--- config.mk ---
export PLATFORM = sky130hd
export DESIGN_NAME = rmq_recip
export DESIGN_NICKNAME = d
export VERILOG_FILES = /design/src/design/rmq_pkg.sv /design/src/design/rmq_recip.sv
export SDC_FILE = /design/constraint.sdc
export NUM_CORES = 2
export LEC_CHECK = 0
export ABC_AREA = 1
export ABC_CLOCK_PERIOD_IN_PS = 29600
export BUFFER_PORTS_ARGS = -buffer_cell sky130_fd_sc_hd__buf_2
export CAP_MARGIN = 15
export CORE_MARGIN = 1.5
export CORE_UTILIZATION = 48
export DETAILED_ROUTE_END_ITERATION = 10
export GPL_TIMING_DRIVEN = 0
export PLACE_DENSITY_LB_ADDON = 0.05
export SETUP_SLACK_MARGIN = 0.2
export SYNTH_ARGS = -nofsm -noshare
export SYNTH_HDL_FRONTEND = slang
export SYNTH_SLANG_ARGS = --single-unit
export TNS_END_PERCENT = 30
--- constraint.sdc ---
create_clock -name clk -period 29.6 [get_ports clk]
set_clock_uncertainty 0.15 [all_clocks]
set_input_delay 4.44 -clock clk [delete_from_list [all_inputs] [get_ports clk]]
set_output_delay 4.44 -clock clk [all_outputs]
set_load 0.01 [all_outputs]
--- src/design/rmq_pkg.sv ---
// shared types and constants for the rotation matrix to quaternion pipeline
package rmq_pkg;

    localparam int FRAC_BITS = 16;
    localparam int IN_W      = 18;
    localparam int D_W       = IN_W + 1;
    localparam int ARG_W     = IN_W + 3;
    localparam int SQ_W      = 36;
    localparam int SQ_STAGES = 18;
    localparam int S_W       = 18;
    localparam int REC_W     = 24;
    localparam int REM_W     = S_W + 2;
    localparam int DV_STAGES = REC_W;
    localparam int MAG_W     = D_W + 1;
    localparam int PROD_W    = MAG_W + REC_W;
    localparam int P_W       = PROD_W - FRAC_BITS;

    // first remainder of 2^(2*FRAC_BITS-1) / s once the always-zero high bits are skipped
    localparam logic [REM_W-1:0] DV_REM0 = REM_W'(1) << (2 * FRAC_BITS - 1 - REC_W);
    localparam logic [SQ_W-1:0]  SQ_BIT0 = SQ_W'(1) << (2 * (SQ_STAGES - 1));
    localparam logic signed [ARG_W-1:0] ONE_ARG = ARG_W'(1) << FRAC_BITS;

    typedef enum logic [1:0] {
        BR_TRACE = 2'd0,
        BR_X     = 2'd1,
        BR_Y     = 2'd2,
        BR_Z     = 2'd3
    } br_t;

    typedef struct packed {
        br_t                   br;
        logic                  bad;
        logic signed [D_W-1:0] d0;
        logic signed [D_W-1:0] d1;
        logic signed [D_W-1:0] d2;
    } side_t;

    typedef struct packed {
        side_t           side;
        logic [SQ_W-1:0] rem;
        logic [SQ_W-1:0] root;
    } sq_t;

    typedef struct packed {
        side_t            side;
        logic [S_W-1:0]   s;
        logic [REM_W-1:0] rem;
        logic [REC_W-1:0] q;
    } dv_t;

endpackage

--- src/design/rmq_recip.sv ---
// pipelined restoring divider for 0.5 / s, one quotient bit per stage
module rmq_recip (
    input  logic          clk,
    input  logic          rst_n,
    input  logic          up_valid,
    output logic          up_ready,
    input  rmq_pkg::dv_t  up_data,
    output logic          dn_valid,
    input  logic          dn_ready,
    output rmq_pkg::dv_t  dn_data
);
    import rmq_pkg::*;

    logic [DV_STAGES-1:0] valid_reg;
    dv_t                  data_reg  [DV_STAGES];
    dv_t                  data_next [DV_STAGES];
    logic [DV_STAGES:0]   en;

    // stall chain
    always_comb
    begin
        en[DV_STAGES] = dn_ready;
        for (int k = DV_STAGES - 1; k >= 0; k--)
            en[k] = !valid_reg[k] || en[k+1];
    end

    // dividend bits below the skipped top are zero, so only a zero shifts in
    always_comb
    begin
        dv_t              src;
        logic [REM_W-1:0] rem2;
        for (int k = 0; k < DV_STAGES; k++)
        begin
            src  = (k == 0) ? up_data : data_reg[(k == 0) ? 0 : k - 1];
            rem2 = src.rem << 1;
            data_next[k] = src;
            if (rem2 >= REM_W'(src.s))
            begin
                data_next[k].rem = rem2 - REM_W'(src.s);
                data_next[k].q   = {src.q[REC_W-2:0], 1'b1};
            end
            else
            begin
                data_next[k].rem = rem2;
                data_next[k].q   = {src.q[REC_W-2:0], 1'b0};
            end
        end
    end

    always_ff @(posedge clk or negedge rst_n)
    begin
        if (!rst_n)
            valid_reg <= '0;
        else
            for (int k = 0; k < DV_STAGES; k++)
                if (en[k])
                    valid_reg[k] <= (k == 0) ? up_valid : valid_reg[(k == 0) ? 0 : k - 1];
    end

    always_ff @(posedge clk)
    begin
        for (int k = 0; k < DV_STAGES; k++)
            if (en[k])
                data_reg[k] <= data_next[k];
    end

    assign up_ready = en[0];
    assign dn_valid = valid_reg[DV_STAGES-1];
    assign dn_data  = data_reg[DV_STAGES-1];

endmodule

==> results.sh <==
export IMPL_drt_iter0_drc=3875
export IMPL_finalSetupTns_ns=0
export IMPL_ioPinCount=250
export IMPL_clock_path_buffers=4
export IMPL_cts_resized=0
export IMPL_worst_slew_pin_slew_ns=1.03
export IMPL_via_count=57528
export IMPL_crit_type="input port to output pin"
export IMPL_crit_buf_inv=6
export IMPL_routabilityCongestion=0.896
export IMPL_cts_buffers=294
export IMPL_hold_slack_ns=0.215
export IMPL_drive_above_1_share_pct=10.1
export IMPL_synthFlopType="edfxtp_1"
export IMPL_crit_fanout=45
export IMPL_async_reset_ff_share_pct=0.905
export IMPL_dr_pass1_iters=6
export IMPL_drc_errors=0
export IMPL_nets=8611
export IMPL_wl_per_cell_um=20.2
export IMPL_end_kind="output pin"
export IMPL_die_y_um=476
export IMPL_final_common_cell="edfxtp_1"
export IMPL_grt_pass1_vias=57366
export IMPL_clkSlewWorstSetupHoldPaths_ns=0.06
export IMPL_max_freq_ghz=0.0607
export IMPL_largest_register_ffs=2629
export IMPL_htreeDepth=5
export IMPL_ant_nets=0
export IMPL_worstSetupStartpointType="input port"
export IMPL_die_x_um=476
export IMPL_grt_start_max_net_pins=91
export IMPL_register_area_um2=79500
export IMPL_grt_setup_unrepaired="no"
export IMPL_syn_num_nets=8058
export IMPL_cap_violations=0
export IMPL_utilization_pct=55.1
export IMPL_io_buffer_count=224
export IMPL_vias_per_cell=5.13
export IMPL_clockRootBuffer="clkbuf_16"
export IMPL_cp_arrival_ns=11.87
export IMPL_grt_usage_pct=19.9
export IMPL_yosysSeqAreaShare_pct=74.0
export IMPL_slowest_delay_ns=0.74
export IMPL_period_share_pct=55.6
export IMPL_fin_area_um2=122000
export IMPL_yosysWarningCount=0
export IMPL_final_hold_violation_count=0
export IMPL_postSynthAreaPerCell_um2=14.4
export IMPL_maxSlewHeadroom_pct=31.1
export IMPL_multi_input_area_um2=23800
export IMPL_fp_coreArea_um2=222000
export IMPL_ir_drop_v=0.0000604
export IMPL_routed_wl_mm=227
export IMPL_cp_slowest_cell="nand4_4"
export IMPL_setup_viol=0
export IMPL_clk_latency_ns=0.90
export IMPL_synthToLayoutAreaGrowth_pct=13.9
export IMPL_synth_edf_count=2629
export IMPL_grt_pass1_wl_mm=345
export IMPL_start_util_pct=48.3
export IMPL_report_final_slew_viol_count=0
export IMPL_synthCells=7476
export IMPL_cellLeakagePower_nw=47.3
export IMPL_place_hpwl_mm=170
export IMPL_antenna_found_initial=25
export IMPL_critPathCapture="up_ready"
export IMPL_r2r_cells=14
export IMPL_die_area_um2=227000
export IMPL_syn_area_um2=107000
export IMPL_r2r_slack_ns=21.08
export IMPL_clock_sinks=2653
export IMPL_min_path_type="register to register"
export IMPL_postCtsSetupBuffers=0
export IMPL_cts_tree="yes"
export IMPL_final_cell_mix="edfxtp_1 (2629), nand2_1 (1056), inv_1 (784), o21ai_0 (632), ha_1 (432)"
export IMPL_period_minus_slack_ns=16.46
export IMPL_outcome="completed"
export IMPL_reg2reg_from="valid_reg[21]"
export IMPL_yosysUniqueCellTypes=40
export IMPL_crit_reg2reg_capture="data_reg[0][179]"
export IMPL_num_rows=173
export IMPL_power_density_nw_per_um2=112
export IMPL_crit_chain="buf_2 > inv_1 > nand4_4 > buf_16 > nor3_4 > nand4_4 > buf_16 > nor2_4 > nand4_4 > nor2_4 > nand4_4 > nor2_4 > nand4_4 > nor2_8 > nand4_4 > buf_16 > buf_2"
export IMPL_fillers=18005
export IMPL_cp_top_family="simple AND/OR/NAND/NOR gates"
export IMPL_ys_ff_latch=2653
export IMPL_crit_top_cell="nand4_4"
export IMPL_dpl_cell_area_um2=113000
export IMPL_cp_data_required_time_ns=25.01
export IMPL_crit_cells=17
export IMPL_crit_start="dn_ready"
export IMPL_grt_overflow=0
export IMPL_cts_hold_buffers=0
per-layer routing:
metal / wire length, um / global-route usage [%]
met1: 104000 / 28.1
met2: 104000 / 31.2
met3: 9690 / 2.81
met4: 9000 / 7.94
met5: 0 / 0
Yosys cell counts (18+ instances only):
| cell | n | share of area (%) |
|---|---|---|
| xnor2_1 | 192 | 1.6 |
| nand2_1 | 1062 | 3.7 |
| fa_1 | 24 | 0.45 |
| a21boi_0 | 44 | 0.31 |
| ha_1 | 432 | 5.0 |
| o21a_1 | 26 | 0.18 |
| nand3b_1 | 20 | 0.14 |
| xor2_1 | 188 | 1.5 |
| dfrtp_1 | 24 | 0.56 |
| inv_1 | 791 | 2.8 |
| nor3_1 | 72 | 0.34 |
| nand3_1 | 125 | 0.58 |
| a31oi_1 | 48 | 0.28 |
| a21o_1 | 25 | 0.17 |
| edfxtp_1 | 2629 | 73 |
| buf_1 | 18 | 0.063 |
| a21oi_1 | 419 | 2.0 |
| nand4_1 | 56 | 0.33 |
| o21ai_0 | 632 | 2.9 |
| a221oi_1 | 29 | 0.24 |
| nor2_1 | 232 | 0.81 |
| clkbuf_1 | 52 | 0.18 |
| o211ai_1 | 68 | 0.48 |
| o31ai_1 | 23 | 0.16 |
| nor3b_1 | 23 | 0.16 |
| or2_2 | 29 | 0.17 |
| buf_4 | 122 | 0.85 |
layout make-up:
| type | count | share of cell area (%) |
|---|---|---|
| Antenna cell | 12 | 0.0245 |
| Buffer | 194 | 0.971 |
| Clock buffer | 368 | 6.38 |
| Clock inverter | 133 | 1.06 |
| Inverter | 791 | 2.45 |
| Multi-Input combinational cell | 3838 | 19.5 |
| Sequential cell | 2653 | 65.0 |
| Tap cell | 2975 | 3.04 |
| Timing Repair Buffer | 257 | 1.63 |
cell families after synthesis:
family | Yosys count | synth area share, %
DFF | 2653 | 74.0
and+or+nand+nor | 1653 | 6.57
AOI/OAI and AO/OA | 1349 | 6.95
buffers and inverters | 985 | 3.87
adders and majority gates | 456 | 5.48
xor gates and xnor gates | 380 | 3.10
where the power goes:
part | leakage (nW) | total [mW] | switching [mW] | internal (mW)
Combinational | 16.1 | 4.17 | 2.66 | 1.51
Clock | 4.44 | 3.44 | 1.37 | 2.06
Sequential | 26.7 | 6.15 | 0.515 | 5.63
Total | 47.3 | 13.8 | 4.55 | 9.21
worst reg2reg max path, cell delays in order (launching register included):
cell     delay [ns]
dfrtp_1        0.55
nand4_4        0.64
buf_16         0.46
nor3_4         0.32
nand4_4        0.63
buf_16         0.47
nor2_4         0.31
nand4_4        0.74
nor2_4         0.57
nand4_4        0.70
nor2_4         0.58
nand4_4        0.58
nor2_8         0.39
nand3_4        0.54
buf_16         0.46
worst min-delay path by stage:
stage	startpoint	slack [ns]	depth (start not counted)	to
finish	data_reg[0][120]	0.22	0	data_reg[0][242]
global route	data_reg[0][78]	0.22	0	data_reg[0][200]
CTS	data_reg[0][120]	0.21	0	data_reg[0][242]
detailed placement	data_reg[0][73]	0.25	0	data_reg[0][195]
global placement	data_reg[0][483]	0.25	0	data_reg[0][605]
floorplan	data_reg[0][0]	0.25	0	data_reg[0][123]
metrics by stage:
| step | setup WS, ns | std cells | total power, mW |
|---|---|---|---|
| after floorplan | 11.03 | 7476 | 8.99 |
| after CTS | 12.90 | 11209 | 13.9 |
| after global placement | 5.32 | 10675 | 10.4 |
| after global routing | 12.33 | 11221 | 14.7 |
| after detailed placement | 12.93 | 10708 | 10.4 |
| final | 13.14 | 11221 | 13.8 |
No activity file was read; power rests on OpenSTA's default activity.
