### src/design/rmq_pkg.sv
// shared types and constants for the rotation matrix to quaternion pipeline
package rmq_pkg;

    localparam int FRAC_BITS = 16;
    localparam int IN_W      = 18;
    localparam int D_W       = IN_W + 1;
    localparam int ARG_W     = IN_W + 3;
    localparam int SQ_W      = 36;
    localparam int SQ_STAGES = 18;
    localparam int S_W       = 18;
    localparam int REC_W     = 24;
    localparam int REM_W     = S_W + 2;
    localparam int DV_STAGES = REC_W;
    localparam int MAG_W     = D_W + 1;
    localparam int PROD_W    = MAG_W + REC_W;
    localparam int P_W       = PROD_W - FRAC_BITS;

    // first remainder of 2^(2*FRAC_BITS-1) / s once the always-zero high bits are skipped
    localparam logic [REM_W-1:0] DV_REM0 = REM_W'(1) << (2 * FRAC_BITS - 1 - REC_W);
    localparam logic [SQ_W-1:0]  SQ_BIT0 = SQ_W'(1) << (2 * (SQ_STAGES - 1));
    localparam logic signed [ARG_W-1:0] ONE_ARG = ARG_W'(1) << FRAC_BITS;

    typedef enum logic [1:0] {
        BR_TRACE = 2'd0,
        BR_X     = 2'd1,
        BR_Y     = 2'd2,
        BR_Z     = 2'd3
    } br_t;

    typedef struct packed {
        br_t                   br;
        logic                  bad;
        logic signed [D_W-1:0] d0;
        logic signed [D_W-1:0] d1;
        logic signed [D_W-1:0] d2;
    } side_t;

    typedef struct packed {
        side_t           side;
        logic [SQ_W-1:0] rem;
        logic [SQ_W-1:0] root;
    } sq_t;

    typedef struct packed {
        side_t            side;
        logic [S_W-1:0]   s;
        logic [REM_W-1:0] rem;
        logic [REC_W-1:0] q;
    } dv_t;

endpackage

### src/design/rmq_back.sv
// scaling multipliers, saturation, component placement and output register
module rmq_back (
    input  logic                            clk,
    input  logic                            rst_n,
    input  logic                            up_valid,
    output logic                            up_ready,
    input  rmq_pkg::dv_t                    up_data,
    output logic                            out_valid,
    input  logic                            out_ready,
    output logic signed [rmq_pkg::IN_W-1:0] quat_x,
    output logic signed [rmq_pkg::IN_W-1:0] quat_y,
    output logic signed [rmq_pkg::IN_W-1:0] quat_z,
    output logic signed [rmq_pkg::IN_W-1:0] quat_w,
    output logic [1:0]                      branch_taken,
    output logic                            not_rotation
);
    import rmq_pkg::*;

    localparam logic [P_W-1:0] P_MAX = P_W'((1 << (IN_W - 1)) - 1);
    localparam logic [P_W-1:0] P_MIN = P_W'(1 << (IN_W - 1));

    logic                    mul_valid_reg;
    side_t                   side_reg;
    logic [IN_W-1:0]         half_reg;
    logic [PROD_W-1:0]       pa_reg, pb_reg, pc_reg;
    logic                    mul_en;
    logic                    out_en;
    logic                    out_valid_reg;
    logic signed [IN_W-1:0]  qx_reg, qy_reg, qz_reg, qw_reg;
    logic signed [IN_W-1:0]  qx_next, qy_next, qz_next, qw_next;
    br_t                     br_reg;
    logic                    bad_reg;
    logic signed [IN_W-1:0]  a, b, c, h;

    function automatic logic [MAG_W-1:0] mag_of(input logic signed [D_W-1:0] d);
        logic signed [MAG_W-1:0] e;
        e = MAG_W'(d);
        return (e < 0) ? MAG_W'(-e) : MAG_W'(e);
    endfunction

    // truncate toward zero, then saturate to the field range
    function automatic logic signed [IN_W-1:0] sat_of(input logic [PROD_W-1:0] prod,
                                                     input logic neg);
        logic [P_W-1:0] p;
        p = prod[PROD_W-1:FRAC_BITS];
        if (neg)
            return (p >= P_MIN) ? IN_W'(P_MIN) : IN_W'(-p);
        else
            return (p >= P_MAX) ? IN_W'(P_MAX) : IN_W'(p);
    endfunction

    assign out_en   = !out_valid_reg || out_ready;
    assign mul_en   = !mul_valid_reg || out_en;
    assign up_ready = mul_en;

    // multiplier stage
    always_ff @(posedge clk or negedge rst_n)
    begin
        if (!rst_n)
            mul_valid_reg <= 1'b0;
        else if (mul_en)
            mul_valid_reg <= up_valid;
    end

    always_ff @(posedge clk)
    begin
        if (mul_en)
        begin
            side_reg <= up_data.side;
            half_reg <= IN_W'(up_data.s >> 1);
            pa_reg   <= PROD_W'(mag_of(up_data.side.d0)) * PROD_W'(up_data.q);
            pb_reg   <= PROD_W'(mag_of(up_data.side.d1)) * PROD_W'(up_data.q);
            pc_reg   <= PROD_W'(mag_of(up_data.side.d2)) * PROD_W'(up_data.q);
        end
    end

    // placement of the components by branch
    always_comb
    begin
        a = sat_of(pa_reg, side_reg.d0 < 0);
        b = sat_of(pb_reg, side_reg.d1 < 0);
        c = sat_of(pc_reg, side_reg.d2 < 0);
        h = half_reg;
        case (side_reg.br)
            BR_TRACE:
            begin
                qx_next = a; qy_next = b; qz_next = c; qw_next = h;
            end
            BR_X:
            begin
                qx_next = h; qy_next = a; qz_next = b; qw_next = c;
            end
            BR_Y:
            begin
                qx_next = b; qy_next = h; qz_next = a; qw_next = c;
            end
            default:
            begin
                qx_next = a; qy_next = b; qz_next = h; qw_next = c;
            end
        endcase
        if (side_reg.bad)
        begin
            qx_next = '0; qy_next = '0; qz_next = '0; qw_next = '0;
        end
    end

    // output register
    always_ff @(posedge clk or negedge rst_n)
    begin
        if (!rst_n)
            out_valid_reg <= 1'b0;
        else if (out_en)
            out_valid_reg <= mul_valid_reg;
    end

    always_ff @(posedge clk)
    begin
        if (out_en)
        begin
            qx_reg  <= qx_next;
            qy_reg  <= qy_next;
            qz_reg  <= qz_next;
            qw_reg  <= qw_next;
            br_reg  <= side_reg.br;
            bad_reg <= side_reg.bad;
        end
    end

    assign out_valid    = out_valid_reg;
    assign quat_x       = qx_reg;
    assign quat_y       = qy_reg;
    assign quat_z       = qz_reg;
    assign quat_w       = qw_reg;
    assign branch_taken = br_reg;
    assign not_rotation = bad_reg;

endmodule

### config.mk
export PLATFORM = sky130hd
export DESIGN_NAME = rmq_back
export DESIGN_NICKNAME = d
export VERILOG_FILES = /design/src/design/rmq_pkg.sv /design/src/design/rmq_back.sv
export SDC_FILE = /design/constraint.sdc
export NUM_CORES = 2
export LEC_CHECK = 0
export BUFFER_PORTS_ARGS = -buffer_cell sky130_fd_sc_hd__buf_2
export CELL_PAD_IN_SITES_DETAIL_PLACEMENT = 1
export CELL_PAD_IN_SITES_GLOBAL_PLACEMENT = 2
export CORE_UTILIZATION = 30
export CTS_BUF_LIST = sky130_fd_sc_hd__clkbuf_2
export DETAILED_ROUTE_END_ITERATION = 10
export PLACE_DENSITY_LB_ADDON = 0.1
export SYNTH_ARGS = -nofsm -noshare
export SYNTH_HDL_FRONTEND = slang
export SYNTH_SLANG_ARGS = --single-unit
### constraint.sdc
create_clock -name clk -period 7.63 [get_ports clk]
set_input_delay 0.3815 -clock clk [delete_from_list [all_inputs] [get_ports clk]]
set_output_delay 0.3815 -clock clk [all_outputs]
set_load 0.05 [all_outputs]
==> summary.txt <==
Timing
  • Peak Freq: 135 MHz
  • Worst Max-Slew Pin Slew: 1.07 ns
  • Tmin final: 7.40 ns
  • Final period util: 97.0%
  • Slew headroom: 27.7%
  • Final Hold Fails: 0
  • Clock Skews: 0.0722 ns
  • Fin. max-slew vios: 0
  • Endpoints failing setup: 0
  • RSZ-0062 raised after global routing: true

Worst setup path
  • CP max stage cell: fa_1
  • Most used cell, CP: fa_1
  • Critical Path End Type: flop
  • R2R Path End: quat_z[14]$_SDFFCE_PP0P_
  • CP Class: in -> reg
  • Buf+Inv Stages, Crit Path: 6
  • Crit path DAT: 8.44 ns
  • R2R setup slack: 3.79 ns
  • CP Max Fanout: 19
  • Critical path required time: 8.67 ns
  • Reg2Reg Depth: 9
  • Delay-heaviest family, CP: adder cells
  • Max stage delay on crit path: 0.52 ns
  • Worst setup SP type: input pin
  • RR Startpoint: pa_reg[43]$_DFFE_PP_

Yosys
  • Register area share after synthesis: 9.98%
  • Ys async rst share: 1.09%
  • Mean Syn Cell Area: 9.13 µm²
  • EDFF count, synth: 182
  • Netlist Area Pre-Place: 0.0552 mm²
  • Netlist cell types: 78
  • Yosys warns: 0
  • Synth top area share: 42.5%
  • #FFs+latches synth: 184
  • Synth area leader: fa_1
  • Syn Inst Count: 6049
  • Synth top area cells: fa_1 43%, ha_1 11%, edfxtp_1 9.9%
  • Main flop type after synthesis: edfxtp_1

Layout
  • Reg area: 0.00552 mm²
  • FILL cells: 21200
  • Fin area: 0.0655 mm²
  • Most frequent cells in the layout: 1360 x inv_1, 1173 x fa_1, 837 x nand2_1
  • Multi-input combinational cell area: 0.0445 mm²
  • Syn-to-layout area delta: 18.5%
  • Fin cells: 9166
  • Commonest non-fill, non-tap cell in the layout: inv_1
  • Share of layout cells above drive strength 1: 14.5%
  • Nets: 8443
  • Finished Core Util: 35.8%

Clocking
  • CTS tree: yes
  • CTS root buffer: clkbuf_2
  • # clock sinks: 184
  • Worst skew pair latency: 1.19 ns
  • Number of CTS-inserted buffers: 17
  • CTS Buffer Depth: 2
  • H-tree depth: 4
  • Clk pin slew, worst setup/hold paths: 0.29 ns

Floorplanning
  • Core Footprint: 0.183 mm²
  • Row Count: 157
  • Starting density of the core: 30.2%
  • Io pins: 203
  • Die area: 0.186 mm²
  • Die Wd: 431 µm
  • DIE HEIGHT: 431 µm

Drt
  • Routed WL per cell: 21.3 µm
  • Vias post-DR: 42700
  • Detailed Route Iter0 Violations: 1738
  • Routed WL: 195000 µm
  • Via/cell ratio: 4.66
  • Final ANT Viol Nets: 0
  • Initial DRT Pass Iterations: 7
  • DRC errors left: 0

Placed design
  • Dpl cells: 9068
  • Hpwl dp: 162000 µm
  • I/O Buffers: 181
  • Gp weighted congestion: 0.820
  • Area after DPL: 0.0645 mm²

Hold path
  • Worst Hold Endpoint: side_reg[37]$_DFFE_PP_
  • WHS Path Cells: 3
  • Hold path start: up_data[99]
  • Hold/Removal Path Class: in -> reg

Flow run
  • MaxCap Viol Count: 0

Global route
  • Largest net degree at the start of global routing: 77
  • GRT overflow: 0
  • First-pass GRT wire length: 305000 µm
  • Vias in the first global route: 49500
  • Antenna violations before repair: 12
  • Gr usage total: 21.7%

Run status
  • Outcome: finished, final reports clean
[cell families after synthesis]
logic type	share of synthesized area [%]
muxes	0.120
buffers and inverters	11.5
AOI/OAI and AO/OA	6.30
and+or+nand+nor	16.7
adders and majority gates	53.1
DFF	9.98
other	0.0136
xor gates and xnor gates	2.24
[how the worst max path moves through the flow]
stage                     start                    to  slack (ns)  depth (start not counted)
floorplan           up_data[81]  pb_reg[43]$_DFFE_PP_       -0.19                         30
global route        up_data[82]  pb_reg[43]$_DFFE_PP_        0.06                         31
detailed placement  up_data[82]  pb_reg[43]$_DFFE_PP_       -1.21                         33
global placement    up_data[82]  pb_reg[43]$_DFFE_PP_       -1.11                         29
finish              up_data[82]  pb_reg[36]$_DFFE_PP_        0.23                         28
CTS                 up_data[82]  pb_reg[43]$_DFFE_PP_        0.22                         33
[layout make-up]
type | instances | share of cell area (%)
Tap cell | 2464 | 4.71
Clock buffer | 17 | 0.130
Timing Repair Buffer | 859 | 10.6
Inverter | 1364 | 7.82
Antenna cell | 14 | 0.0535
Multi-Input combinational cell | 4249 | 68.0
Sequential cell | 184 | 8.43
Clock inverter | 15 | 0.304
[metal layers]
metal / wire length (µm) / track usage, %
met1: 89300 / 28.9
met2: 97400 / 38.6
met3: 4810 / 1.46
met4: 3670 / 4.32
met5: 0 / 0
[tightest hold or removal path, delay by kind of cell]
| family | cells | cell delay, ns |
|---|---|---|
| buffers and inverters | 3 | 0.93 |
[synth_stat cells, drive strengths merged (19+ instances only)]
cell type	instances
o311ai	19
ha	469
clkbuf	317
a211oi	21
nor2	149
nor2b	20
xor2	35
inv	1363
fa	1173
nand4	28
a21oi	121
nand2	839
or3	25
nand3	33
nor3	77
nand2b	21
edfxtp	182
o21ai	86
o31ai	19
xnor2	106
a221oi	44
a21o	48
and2	630
[repair_timing]
| item | CTS | global route |
|---|---|---|
| endpoints found under the hold margin | 75 | 0 |
| buffers inserted | 0 | 2 |
| hold buffers | 50 | 0 |
| setup endpoints to repair | 0 | 28 |
| resized for setup | 0 | 32 |
[metrics by stage]
stage | setup slack (ns) | TNS, ns | hold slack [ns]
after floorplan | -0.194 | -0.537 | 0.0859
after global placement | -1.11 | -48.00 | 0.168
after detailed placement | -1.21 | -52.49 | 0.171
after CTS | 0.222 | 0 | 0.0182
after global routing | 0.0646 | 0 | 0.120
final | 0.225 | 0 | 0.293
Power is left out: the tool's default activity adds up to more than one toggle a clock period on the data nets, which glitch-free logic cannot reach.
