==> src/design/rmq_pkg.sv <==
// shared types and constants for the rotation matrix to quaternion pipeline
package rmq_pkg;

    localparam int FRAC_BITS = 16;
    localparam int IN_W      = 18;
    localparam int D_W       = IN_W + 1;
    localparam int ARG_W     = IN_W + 3;
    localparam int SQ_W      = 36;
    localparam int SQ_STAGES = 18;
    localparam int S_W       = 18;
    localparam int REC_W     = 24;
    localparam int REM_W     = S_W + 2;
    localparam int DV_STAGES = REC_W;
    localparam int MAG_W     = D_W + 1;
    localparam int PROD_W    = MAG_W + REC_W;
    localparam int P_W       = PROD_W - FRAC_BITS;

    // first remainder of 2^(2*FRAC_BITS-1) / s once the always-zero high bits are skipped
    localparam logic [REM_W-1:0] DV_REM0 = REM_W'(1) << (2 * FRAC_BITS - 1 - REC_W);
    localparam logic [SQ_W-1:0]  SQ_BIT0 = SQ_W'(1) << (2 * (SQ_STAGES - 1));
    localparam logic signed [ARG_W-1:0] ONE_ARG = ARG_W'(1) << FRAC_BITS;

    typedef enum logic [1:0] {
        BR_TRACE = 2'd0,
        BR_X     = 2'd1,
        BR_Y     = 2'd2,
        BR_Z     = 2'd3
    } br_t;

    typedef struct packed {
        br_t                   br;
        logic                  bad;
        logic signed [D_W-1:0] d0;
        logic signed [D_W-1:0] d1;
        logic signed [D_W-1:0] d2;
    } side_t;

    typedef struct packed {
        side_t           side;
        logic [SQ_W-1:0] rem;
        logic [SQ_W-1:0] root;
    } sq_t;

    typedef struct packed {
        side_t            side;
        logic [S_W-1:0]   s;
        logic [REM_W-1:0] rem;
        logic [REC_W-1:0] q;
    } dv_t;

endpackage

==> src/design/rmq_front.sv <==
// branch selection, square-root argument and off-diagonal sums, one register stage
module rmq_front (
    input  logic                          clk,
    input  logic                          rst_n,
    input  logic                          in_valid,
    output logic                          in_ready,
    input  logic signed [rmq_pkg::IN_W-1:0] mat_r0c0,
    input  logic signed [rmq_pkg::IN_W-1:0] mat_r0c1,
    input  logic signed [rmq_pkg::IN_W-1:0] mat_r0c2,
    input  logic signed [rmq_pkg::IN_W-1:0] mat_r1c0,
    input  logic signed [rmq_pkg::IN_W-1:0] mat_r1c1,
    input  logic signed [rmq_pkg::IN_W-1:0] mat_r1c2,
    input  logic signed [rmq_pkg::IN_W-1:0] mat_r2c0,
    input  logic signed [rmq_pkg::IN_W-1:0] mat_r2c1,
    input  logic signed [rmq_pkg::IN_W-1:0] mat_r2c2,
    output logic                          dn_valid,
    input  logic                          dn_ready,
    output rmq_pkg::sq_t                  dn_data
);
    import rmq_pkg::*;

    logic                    valid_reg;
    sq_t                     data_reg;
    sq_t                     data_next;
    logic signed [ARG_W-1:0] a00, a11, a22, tr, arg;
    logic signed [D_W-1:0]   e01, e02, e10, e12, e20, e21;

    assign in_ready = !valid_reg || dn_ready;
    assign dn_valid = valid_reg;
    assign dn_data  = data_reg;

    // pick the branch and form its terms
    always_comb
    begin
        a00 = ARG_W'(mat_r0c0);
        a11 = ARG_W'(mat_r1c1);
        a22 = ARG_W'(mat_r2c2);
        e01 = D_W'(mat_r0c1);
        e02 = D_W'(mat_r0c2);
        e10 = D_W'(mat_r1c0);
        e12 = D_W'(mat_r1c2);
        e20 = D_W'(mat_r2c0);
        e21 = D_W'(mat_r2c1);
        tr  = a00 + a11 + a22;
        data_next = '0;
        if (tr >= 0)
        begin
            data_next.side.br = BR_TRACE;
            arg = tr + ONE_ARG;
            data_next.side.d0 = e21 - e12;
            data_next.side.d1 = e02 - e20;
            data_next.side.d2 = e10 - e01;
        end
        else if (a00 >= a11 && a00 >= a22)
        begin
            data_next.side.br = BR_X;
            arg = a00 - (a11 + a22) + ONE_ARG;
            data_next.side.d0 = e01 + e10;
            data_next.side.d1 = e20 + e02;
            data_next.side.d2 = e21 - e12;
        end
        else if (a11 >= a22)
        begin
            data_next.side.br = BR_Y;
            arg = a11 - (a22 + a00) + ONE_ARG;
            data_next.side.d0 = e12 + e21;
            data_next.side.d1 = e01 + e10;
            data_next.side.d2 = e02 - e20;
        end
        else
        begin
            data_next.side.br = BR_Z;
            arg = a22 - (a00 + a11) + ONE_ARG;
            data_next.side.d0 = e20 + e02;
            data_next.side.d1 = e12 + e21;
            data_next.side.d2 = e10 - e01;
        end
        data_next.side.bad = (arg <= 0);
        data_next.root     = '0;
        if (arg > 0)
            data_next.rem = SQ_W'(arg) << FRAC_BITS;
    end

    // stage register
    always_ff @(posedge clk or negedge rst_n)
    begin
        if (!rst_n)
            valid_reg <= 1'b0;
        else if (in_ready)
            valid_reg <= in_valid;
    end

    always_ff @(posedge clk)
    begin
        if (in_ready)
            data_reg <= data_next;
    end

endmodule

==> config.mk <==
export PLATFORM = sky130hd
export DESIGN_NAME = rmq_front
export DESIGN_NICKNAME = d
export VERILOG_FILES = /design/src/design/rmq_pkg.sv /design/src/design/rmq_front.sv
export SDC_FILE = /design/constraint.sdc
export NUM_CORES = 1
export LEC_CHECK = 0
export BUFFER_PORTS_ARGS = -buffer_cell sky130_fd_sc_hd__buf_2
export CORE_MARGIN = 2
export CORE_UTILIZATION = 54
export DETAILED_ROUTE_END_ITERATION = 10
export MAX_ROUTING_LAYER = met4
export PLACE_DENSITY_LB_ADDON = 0.15
export SLEW_MARGIN = 0
export SYNTH_ARGS = -nofsm -noshare
export SYNTH_HDL_FRONTEND = slang
export SYNTH_SLANG_ARGS = --single-unit
==> constraint.sdc <==
create_clock -name clk -period 2.6 [get_ports clk]
set_clock_uncertainty 0.2 [all_clocks]
set_input_delay 0.13 -clock clk [delete_from_list [all_inputs] [get_ports clk]]
set_output_delay 0.13 -clock clk [all_outputs]
set_load 0.1 [all_outputs]
==> results of run 1 <==
## cell usage after synthesis, types with 6 or more instances
master,number
sky130_fd_sc_hd__nor2_1,159
sky130_fd_sc_hd__inv_1,241
sky130_fd_sc_hd__nand2_1,116
sky130_fd_sc_hd__buf_4,52
sky130_fd_sc_hd__and3_1,15
sky130_fd_sc_hd__ha_1,342
sky130_fd_sc_hd__o211ai_1,23
sky130_fd_sc_hd__nor2b_1,41
sky130_fd_sc_hd__fa_1,47
sky130_fd_sc_hd__a311oi_1,7
sky130_fd_sc_hd__edfxtp_1,80
sky130_fd_sc_hd__mux2i_1,23
sky130_fd_sc_hd__a21oi_1,170
sky130_fd_sc_hd__o31a_1,7
sky130_fd_sc_hd__a21o_1,24
sky130_fd_sc_hd__or2_2,13
sky130_fd_sc_hd__o21ai_0,96
sky130_fd_sc_hd__nand3_1,38
sky130_fd_sc_hd__nor3_1,51
sky130_fd_sc_hd__a31oi_1,32
sky130_fd_sc_hd__o41ai_1,10
sky130_fd_sc_hd__a211oi_1,30
sky130_fd_sc_hd__nor4_1,14
sky130_fd_sc_hd__a21boi_0,6
sky130_fd_sc_hd__a22oi_1,13
sky130_fd_sc_hd__o22ai_1,21
sky130_fd_sc_hd__o31ai_1,14
sky130_fd_sc_hd__xor2_1,51
sky130_fd_sc_hd__o21bai_1,27
sky130_fd_sc_hd__clkbuf_1,48
sky130_fd_sc_hd__o21a_1,18
sky130_fd_sc_hd__buf_1,6
sky130_fd_sc_hd__xnor2_1,111
sky130_fd_sc_hd__a221o_1,7
sky130_fd_sc_hd__o221ai_1,11
sky130_fd_sc_hd__buf_2,9
sky130_fd_sc_hd__or3_1,14
sky130_fd_sc_hd__nand2b_1,18
sky130_fd_sc_hd__nor3b_1,8
sky130_fd_sc_hd__a221oi_1,9
sky130_fd_sc_hd__nand4_1,9
## logic make-up after synthesis
logic type | count (synthesis) | synth area share (%)
AOI/OAI and AO/OA | 575 | 21.9
and+or+nand+nor | 520 | 14.7
adders and majority gates | 389 | 30.4
buffers and inverters | 359 | 9.09
xor gates and xnor gates | 162 | 8.25
DFF | 81 | 14.1
muxes | 26 | 1.56
other | 1 | 0.0218
## metal layers
layer	vias to the layer above	part of all wire, %
met5	-	0
met4	0	9.9
met3	506	8.2
met2	1355	47
met1	9615	35
li1	9333	-
## area by class of cell
class                      count  area [um2]  share of cell area, %
clock buffer                   9         225                  0.854
multi-input combinational   1724       14600                   55.2
inverter                     242         917                   3.48
tap                          402         503                   1.91
clock inverter                 7        77.6                  0.294
sequential                    81        2430                   9.20
antenna                        4        10.0                 0.0380
timing repair buffer        1025        7650                   29.0
## per-stage QoR
stage	hold slack (ns)	instance area, um2	total power, mW	utilization [%]
after CTS	0.144	25600	19.2	81.4
after floorplan	-0.366	17900	11.6	-
after global routing	0.199	26400	21.4	83.8
after detailed placement	-0.295	24100	16.7	76.5
after global placement	-0.296	24100	16.4	76.5
final	0.173	26400	20.7	83.8
## placed cells by master (no fill, tap or decap), drive strengths merged, types with 15 or more instances in the layout
| cell type | count |
|---|---|
| a211oi | 30 |
| a21o | 24 |
| a21oi | 170 |
| a31oi | 32 |
| and3 | 15 |
| buf | 1019 |
| conb | 52 |
| edfxtp | 80 |
| fa | 47 |
| ha | 342 |
| inv | 243 |
| mux2i | 23 |
| nand2 | 116 |
| nand2b | 19 |
| nand3 | 38 |
| nor2 | 159 |
| nor2b | 41 |
| nor3 | 51 |
| nor4 | 16 |
| o211ai | 23 |
| o21a | 18 |
| o21ai | 98 |
| o21bai | 27 |
| o22ai | 21 |
| xnor2 | 111 |
| xor2 | 51 |
## what timing repair did
item	CTS	global route
buffers inserted	59	28
hold buffers	3	0
hold endpoints to repair	2	0
pin swaps	48	60
resized for setup	126	154
cloned	9	2
endpoints found under the setup margin	80	80
## worst paths after layout
check,start,endpoint,cells past startpoint,slack [ns]
worst min-delay path,dn_ready,dn_valid$_DFFE_PN0P_,3,0.17
min in group asynchronous,rst_n,dn_valid$_DFFE_PN0P_,3,0.45
worst min register to register,dn_valid$_DFFE_PN0P_,dn_valid$_DFFE_PN0P_,2,0.66
worst max register to register,dn_valid$_DFFE_PN0P_,dn_data[130]$_SDFFCE_PP0P_,2,0.94
worst max-delay path,mat_r0c0[0],dn_data[129]$_DFFE_PP_,30,-2.53
max in group asynchronous,rst_n,dn_valid$_DFFE_PN0P_,3,1.65
## sequential cells by signal, summed over array words and instances (netlist names)
| signal | flops |
|---|---|
| dn_valid | 1 |
| dn_data | 80 |
## critical path, delay by kind of cell
family | cells | cell delay (ns)
buffers and inverters | 7 | 0.83
AND/OR/NAND/NOR | 8 | 1.15
adder cells (fa/ha/maj) | 3 | 0.76
AO/OA/AOI/OAI | 12 | 2.18
## report_power, final
group	switching, mW	leakage, nW	internal (mW)
Sequential	0.226	0.824	2.11
Clock	0.635	0.146	0.754
Combinational	10.5	12.4	6.50
==> impl_metrics.tcl, run 1 <==
set metrics [dict create \
    fillCellCount 1904 \
    clock_tree.buffer_depth 2 \
    post-route-min-period_ns 5.13 \
    netlist.area_leader.share_pct 24.9 \
    vias_in_the_first_global_route 20723 \
    post_synth_main_area_contributors "sky130_fd_sc_hd__ha_1 25%, sky130_fd_sc_hd__edfxtp_1 14%, sky130_fd_sc_hd__xnor2_1 5.7%, sky130_fd_sc_hd__fa_1 5.5%, sky130_fd_sc_hd__inv_1 5.3%" \
    setup_viol 80 \
    num_vias 20809 \
    nets 3638 \
    total_of_warnings_raised_by_yosys 0 \
    met2_usage_pct 72.7 \
    clock-sinks 81 \
    starting_utilization_of_the_core_area_pct 54.6 \
    final_min_period_over_clock_period_pct 197 \
    post_synth_top_area_cell "sky130_fd_sc_hd__ha_1" \
    remaining_drc_errors 1 \
    numPortBuffers 247 \
    final_cell_count_no_fill 3494 \
    dp_worst_setup_slack_ns -2.97 \
    drv_cap 0 \
    met1_usage_pct 43.5 \
    die_width_um 182 \
    worst_hold_path_type "input port to flip-flop" \
    grt_max_degree 33 \
    antenna_violations_before_repair 4 \
    hold_violations 0 \
    dpl.cell_count 3386 \
    post-dp-hpwl_mm 54.9 \
    synth_edf_count 80 \
    slowest_stage "sky130_fd_sc_hd__a221o_1" \
    grt_use_total_pct 41.7 \
    drt_pass_1_iters 11 \
    cpPeakStageDelay_ns 0.37 \
    clock_tree_from_tritoncts "yes" \
    final.setup.worst_slack_ns -2.53 \
    max_freq_ghz 0.195 \
    slew_headroom_pct 42.8 \
    synthesis.area_um2 17200 \
    power_per_cell_area_nw_per_um2 784 \
    postSynthAreaPerCell_um2 8.14 \
    htree_levels 3 \
    last_weighted_congestion_value_of_the_routability_driven_placer 1.03 \
    drt_antenna_net_count 0 \
    grtUsageMet3_pct 4.71 \
    clock_tree.root_cell "sky130_fd_sc_hd__clkbuf_16" \
    clk_latency_ns 0.36 \
    routed_via_density 5.96 \
    most_used_dff_post_synth "sky130_fd_sc_hd__edfxtp_1" \
    drt-wirelength-per-cell_um 21.6 \
    final_layout_size_suffix_gt1_share_pct 40.4 \
    remaining_global_route_overflow 0 \
    placement_rows 65 \
    failed_checks "design-rule violations, negative setup slack" \
    fin_setup_tns_ns -183.19 \
    drt-initial-drc-count 2154 \
    syn-instance-count 2113 \
    wl_mm 75.5 \
    area_delta_synth_final_pct 53.4 \
    critical_path.endpoint_type "flip-flop" \
    register_bit_count_reported_by_yosys 81 \
    cts_inserted_buffers 9 \
    boundaryPins 300 \
    grt_pass1_wl_mm 106 \
    worstSetupStartpointType "input port" \
    gr-max-usage-layer "met2" \
    design.die.area_um2 33300 \
    cts.reportedPaths.clkPinSlew_ns 0.07 \
    critical_path_class "input port to flip-flop" \
    worst-endpoint-required_ns 2.52 \
    power.leakage_nw 13.4 \
    post_synth_num_cell_types 82 \
    core_area_um2 31500 \
    synth_async_sr_flop_share_pct 1.23 \
    worst-endpoint-arrival_ns 5.05 \
    die_height_um 182 \
    timing_max_transition_violations_final 0 \
    status "finished with violations" \
    crit_path_max_fanout 6 \
    grt_setup_unrepaired "yes" \
    synth-seq-area-share_pct 14.1 \
    max_slew.worst_pin.slew_ns 0.853 \
    irDropWorstVdd_v 0.000670 \
]
Power figures use the tool's default switching activity.
==> run 2, diff against run 1 <==
Settings changed: CORE_MARGIN 2 to 10.
Clock period 2.6 ns to 4.6 ns, I/O delays scaled along.
==> run 2 against run 1 <==
  * The run ends with negative setup slack left
  * Critical path type unchanged
  * Global-route usage shrank 9.8 points
  * Utilization down 9.7 points
  * Register-to-register slack improved by 1.5 ns
  * Die area grew 18%
  * Hold slack improved by 0.051 ns
  * Sequential power shrank 45%
  * Cell count is 11% lower
  * Highest routed layer unchanged
  * Clock power decreased by 37%
==> impl_metrics.tcl, run 2 (synthesized netlist as in run 1, its figures left out) <==
set metrics [dict create \
    power.share.switching_pct 55.5 \
    htree_levels 3 \
    final.setup.worst_slack_ns -0.522 \
    antenna_violations_before_repair 1 \
    dp_worst_setup_slack_ns -1.03 \
    reg2reg_depth 2 \
    reg2reg_from "dn_valid$_DFFE_PN0P_" \
    total_power_mw 10.7 \
    irDropWorstVdd_v 0.000323 \
    numPortBuffers 247 \
    rrSetupSlack_ns 2.46 \
    status "finished with violations" \
    critical_path_class "input port to flip-flop" \
    remaining_global_route_overflow 0 \
    timing.critical_path.mode_cell "sky130_fd_sc_hd__a21oi_2" \
    cts.reportedPaths.clkPinSlew_ns 0.06 \
    vias_in_the_first_global_route 17906 \
    timing.hold.worst_endpoint "dn_data[73]$_DFFE_PP_" \
    post-route-min-period_ns 5.12 \
    boundaryPins 300 \
    drv_cap 0 \
    drt-initial-drc-count 1618 \
    power_per_cell_area_nw_per_um2 459 \
    die_height_um 198 \
    share_comb_of_total_power_pct 79.7 \
    cts_inserted_buffers 9 \
    drt_pass_1_iters 5 \
    placement_rows 65 \
    last_weighted_congestion_value_of_the_routability_driven_placer 1.01 \
    area_delta_synth_final_pct 35.6 \
    routed_via_density 5.79 \
    mostFrequentLayoutCells "325 x sky130_fd_sc_hd__ha_1, 323 x sky130_fd_sc_hd__buf_4, 243 x sky130_fd_sc_hd__buf_2" \
    cpPeakStageDelay_ns 0.34 \
    final_min_period_over_clock_period_pct 111 \
    max_slew.worst_pin.slew_ns 0.943 \
    min-delay-start "mat_r0c1[1]" \
    final_layout_size_suffix_gt1_share_pct 31.3 \
    max_freq_ghz 0.195 \
    grt_use_total_pct 31.9 \
    worst-endpoint-arrival_ns 5.04 \
    failed_checks "negative setup slack" \
    worst_hold_path_type "input port to flip-flop" \
    layout.cells.most_common "sky130_fd_sc_hd__ha_1" \
    design.die.area_um2 39400 \
    clock_tree.buffer_depth 2 \
    clock_tree_from_tritoncts "yes" \
    wl_mm 64.8 \
    fillCellCount 2411 \
    nets 3245 \
    critical_path.endpoint_type "flip-flop" \
    grt_setup_unrepaired "yes" \
    grt_pass1_wl_mm 96.5 \
    largest_reg_flops 80 \
    drt_antenna_net_count 0 \
    timing_max_transition_violations_final 0 \
    clock-sinks 81 \
    crit_path_max_fanout 5 \
    seq_power_share_pct 12.1 \
    remaining_drc_errors 0 \
    worstSetupStartpointType "input port" \
    clk_latency_ns 0.36 \
    core_area_um2 31500 \
    drt-wirelength-per-cell_um 20.9 \
    slew_headroom_pct 35.5 \
    starting_utilization_of_the_core_area_pct 54.6 \
    power.leakage_nw 11.4 \
    post-dp-hpwl_mm 51.4 \
    switching_component_of_the_power_mw 5.94 \
    worst-endpoint-required_ns 4.52 \
    clock_power_share_pct 8.2 \
    num_vias 17944 \
    grt_max_degree 43 \
    slowest_stage "sky130_fd_sc_hd__a311oi_4" \
    internal_power_mw 4.76 \
    clock_tree.root_cell "sky130_fd_sc_hd__clkbuf_16" \
    setup_viol 78 \
    regToRegEndpoint "dn_data[99]$_DFFE_PP_" \
    die_width_um 198 \
    hold_violations 0 \
    hold-path-cell-count 3 \
]
==> run 2: cell count changes in the layout (fill, tap and decap cells not counted), moves of 3 or more <==
cell / previous run / this run
sky130_fd_sc_hd__buf_4: 709 / 323
sky130_fd_sc_hd__a21oi_1: 139 / 151
sky130_fd_sc_hd__a21oi_2: 26 / 15
sky130_fd_sc_hd__ha_1: 332 / 325
sky130_fd_sc_hd__nand2_4: 12 / 6
sky130_fd_sc_hd__buf_12: 15 / 10
sky130_fd_sc_hd__ha_4: 9 / 14
sky130_fd_sc_hd__nand2_1: 96 / 101
sky130_fd_sc_hd__o22ai_2: 8 / 13
sky130_fd_sc_hd__diode_2: 4 / 1
sky130_fd_sc_hd__o21ai_2: 17 / 14
sky130_fd_sc_hd__o22ai_1: 10 / 7
==> run 2: final cells by class <==
class	instances	area, um2	area share (%)
repair buffers	632	4640	19.9
inverters	242	917	3.93
multi-input cells	1724	14500	62.1
flip-flops and latches	81	2430	10.4
diodes	1	2.50	0.0107
well taps	402	503	2.16
clock inverters	7	118	0.504
clock buffers	9	225	0.966
==> run 2: worst max-delay path: cells and delay by family <==
family,cells,cell delay (ns)
buffers and inverters,7,0.97
AO/OA/AOI/OAI,14,2.16
adder cells (fa/ha/maj),3,0.72
XOR/XNOR,1,0.14
AND/OR/NAND/NOR,6,0.82
==> run 2: metal layers <==
metal / track usage (%) / up-vias / share of wire [%]
met5: - / - / 0
met4: 15.7 / 0 / 5.6
met1: 35.9 / 8423 / 40
li1: - / 8510 / -
met3: 3.26 / 203 / 5.8
met2: 55.6 / 808 / 49
==> run 2: per-stage QoR <==
stage / hold slack, ns / TNS (ns) / cell area (um2) / cells / utilization, %
final: 0.224 / -21.14 / 23300 / 3098 / 74.1
after floorplan: -0.266 / -8.08 / 17700 / 2164 / -
after CTS: 0.222 / -20.97 / 22800 / 3083 / 72.5
after global placement: -0.196 / -50.18 / 21100 / 3010 / 67.0
after detailed placement: -0.195 / -55.39 / 21100 / 3010 / 67.0
after global routing: 0.225 / -39.43 / 23300 / 3098 / 74.1
==> run 2: worst max-delay path by stage <==
stage / startpoint / endpoint / depth (start not counted)
finish: mat_r1c1[1] / dn_data[68]$_SDFFCE_PP0P_ / 31
global route: mat_r1c1[1] / dn_data[69]$_SDFFCE_PP0P_ / 31
CTS: mat_r0c0[0] / dn_data[129]$_DFFE_PP_ / 27
detailed placement: mat_r1c1[1] / dn_data[129]$_DFFE_PP_ / 27
global placement: mat_r0c0[0] / dn_data[129]$_DFFE_PP_ / 28
floorplan: mat_r1c1[1] / dn_data[69]$_SDFFCE_PP0P_ / 27
==> run 2: power by group through the flow <==
stage	sequential [mW]	combinational (mW)	clock, mW
after floorplan	3.18	3.28	0
after global placement	1.29	7.29	0
after detailed placement	1.30	7.35	0
after CTS	1.29	8.12	0.869
after global routing	1.31	8.98	0.903
final	1.29	8.52	0.875
==> run 2: timing repair <==
item | 4_1_cts | 5_1_grt
hold buffers | 3 | 0
endpoints found under the hold margin | 2 | 0
endpoints found under the setup margin | 78 | 80
cloned | 9 | 1
pin swaps | 40 | 56
setup buffers | 46 | 23
gates resized for setup | 187 | 89
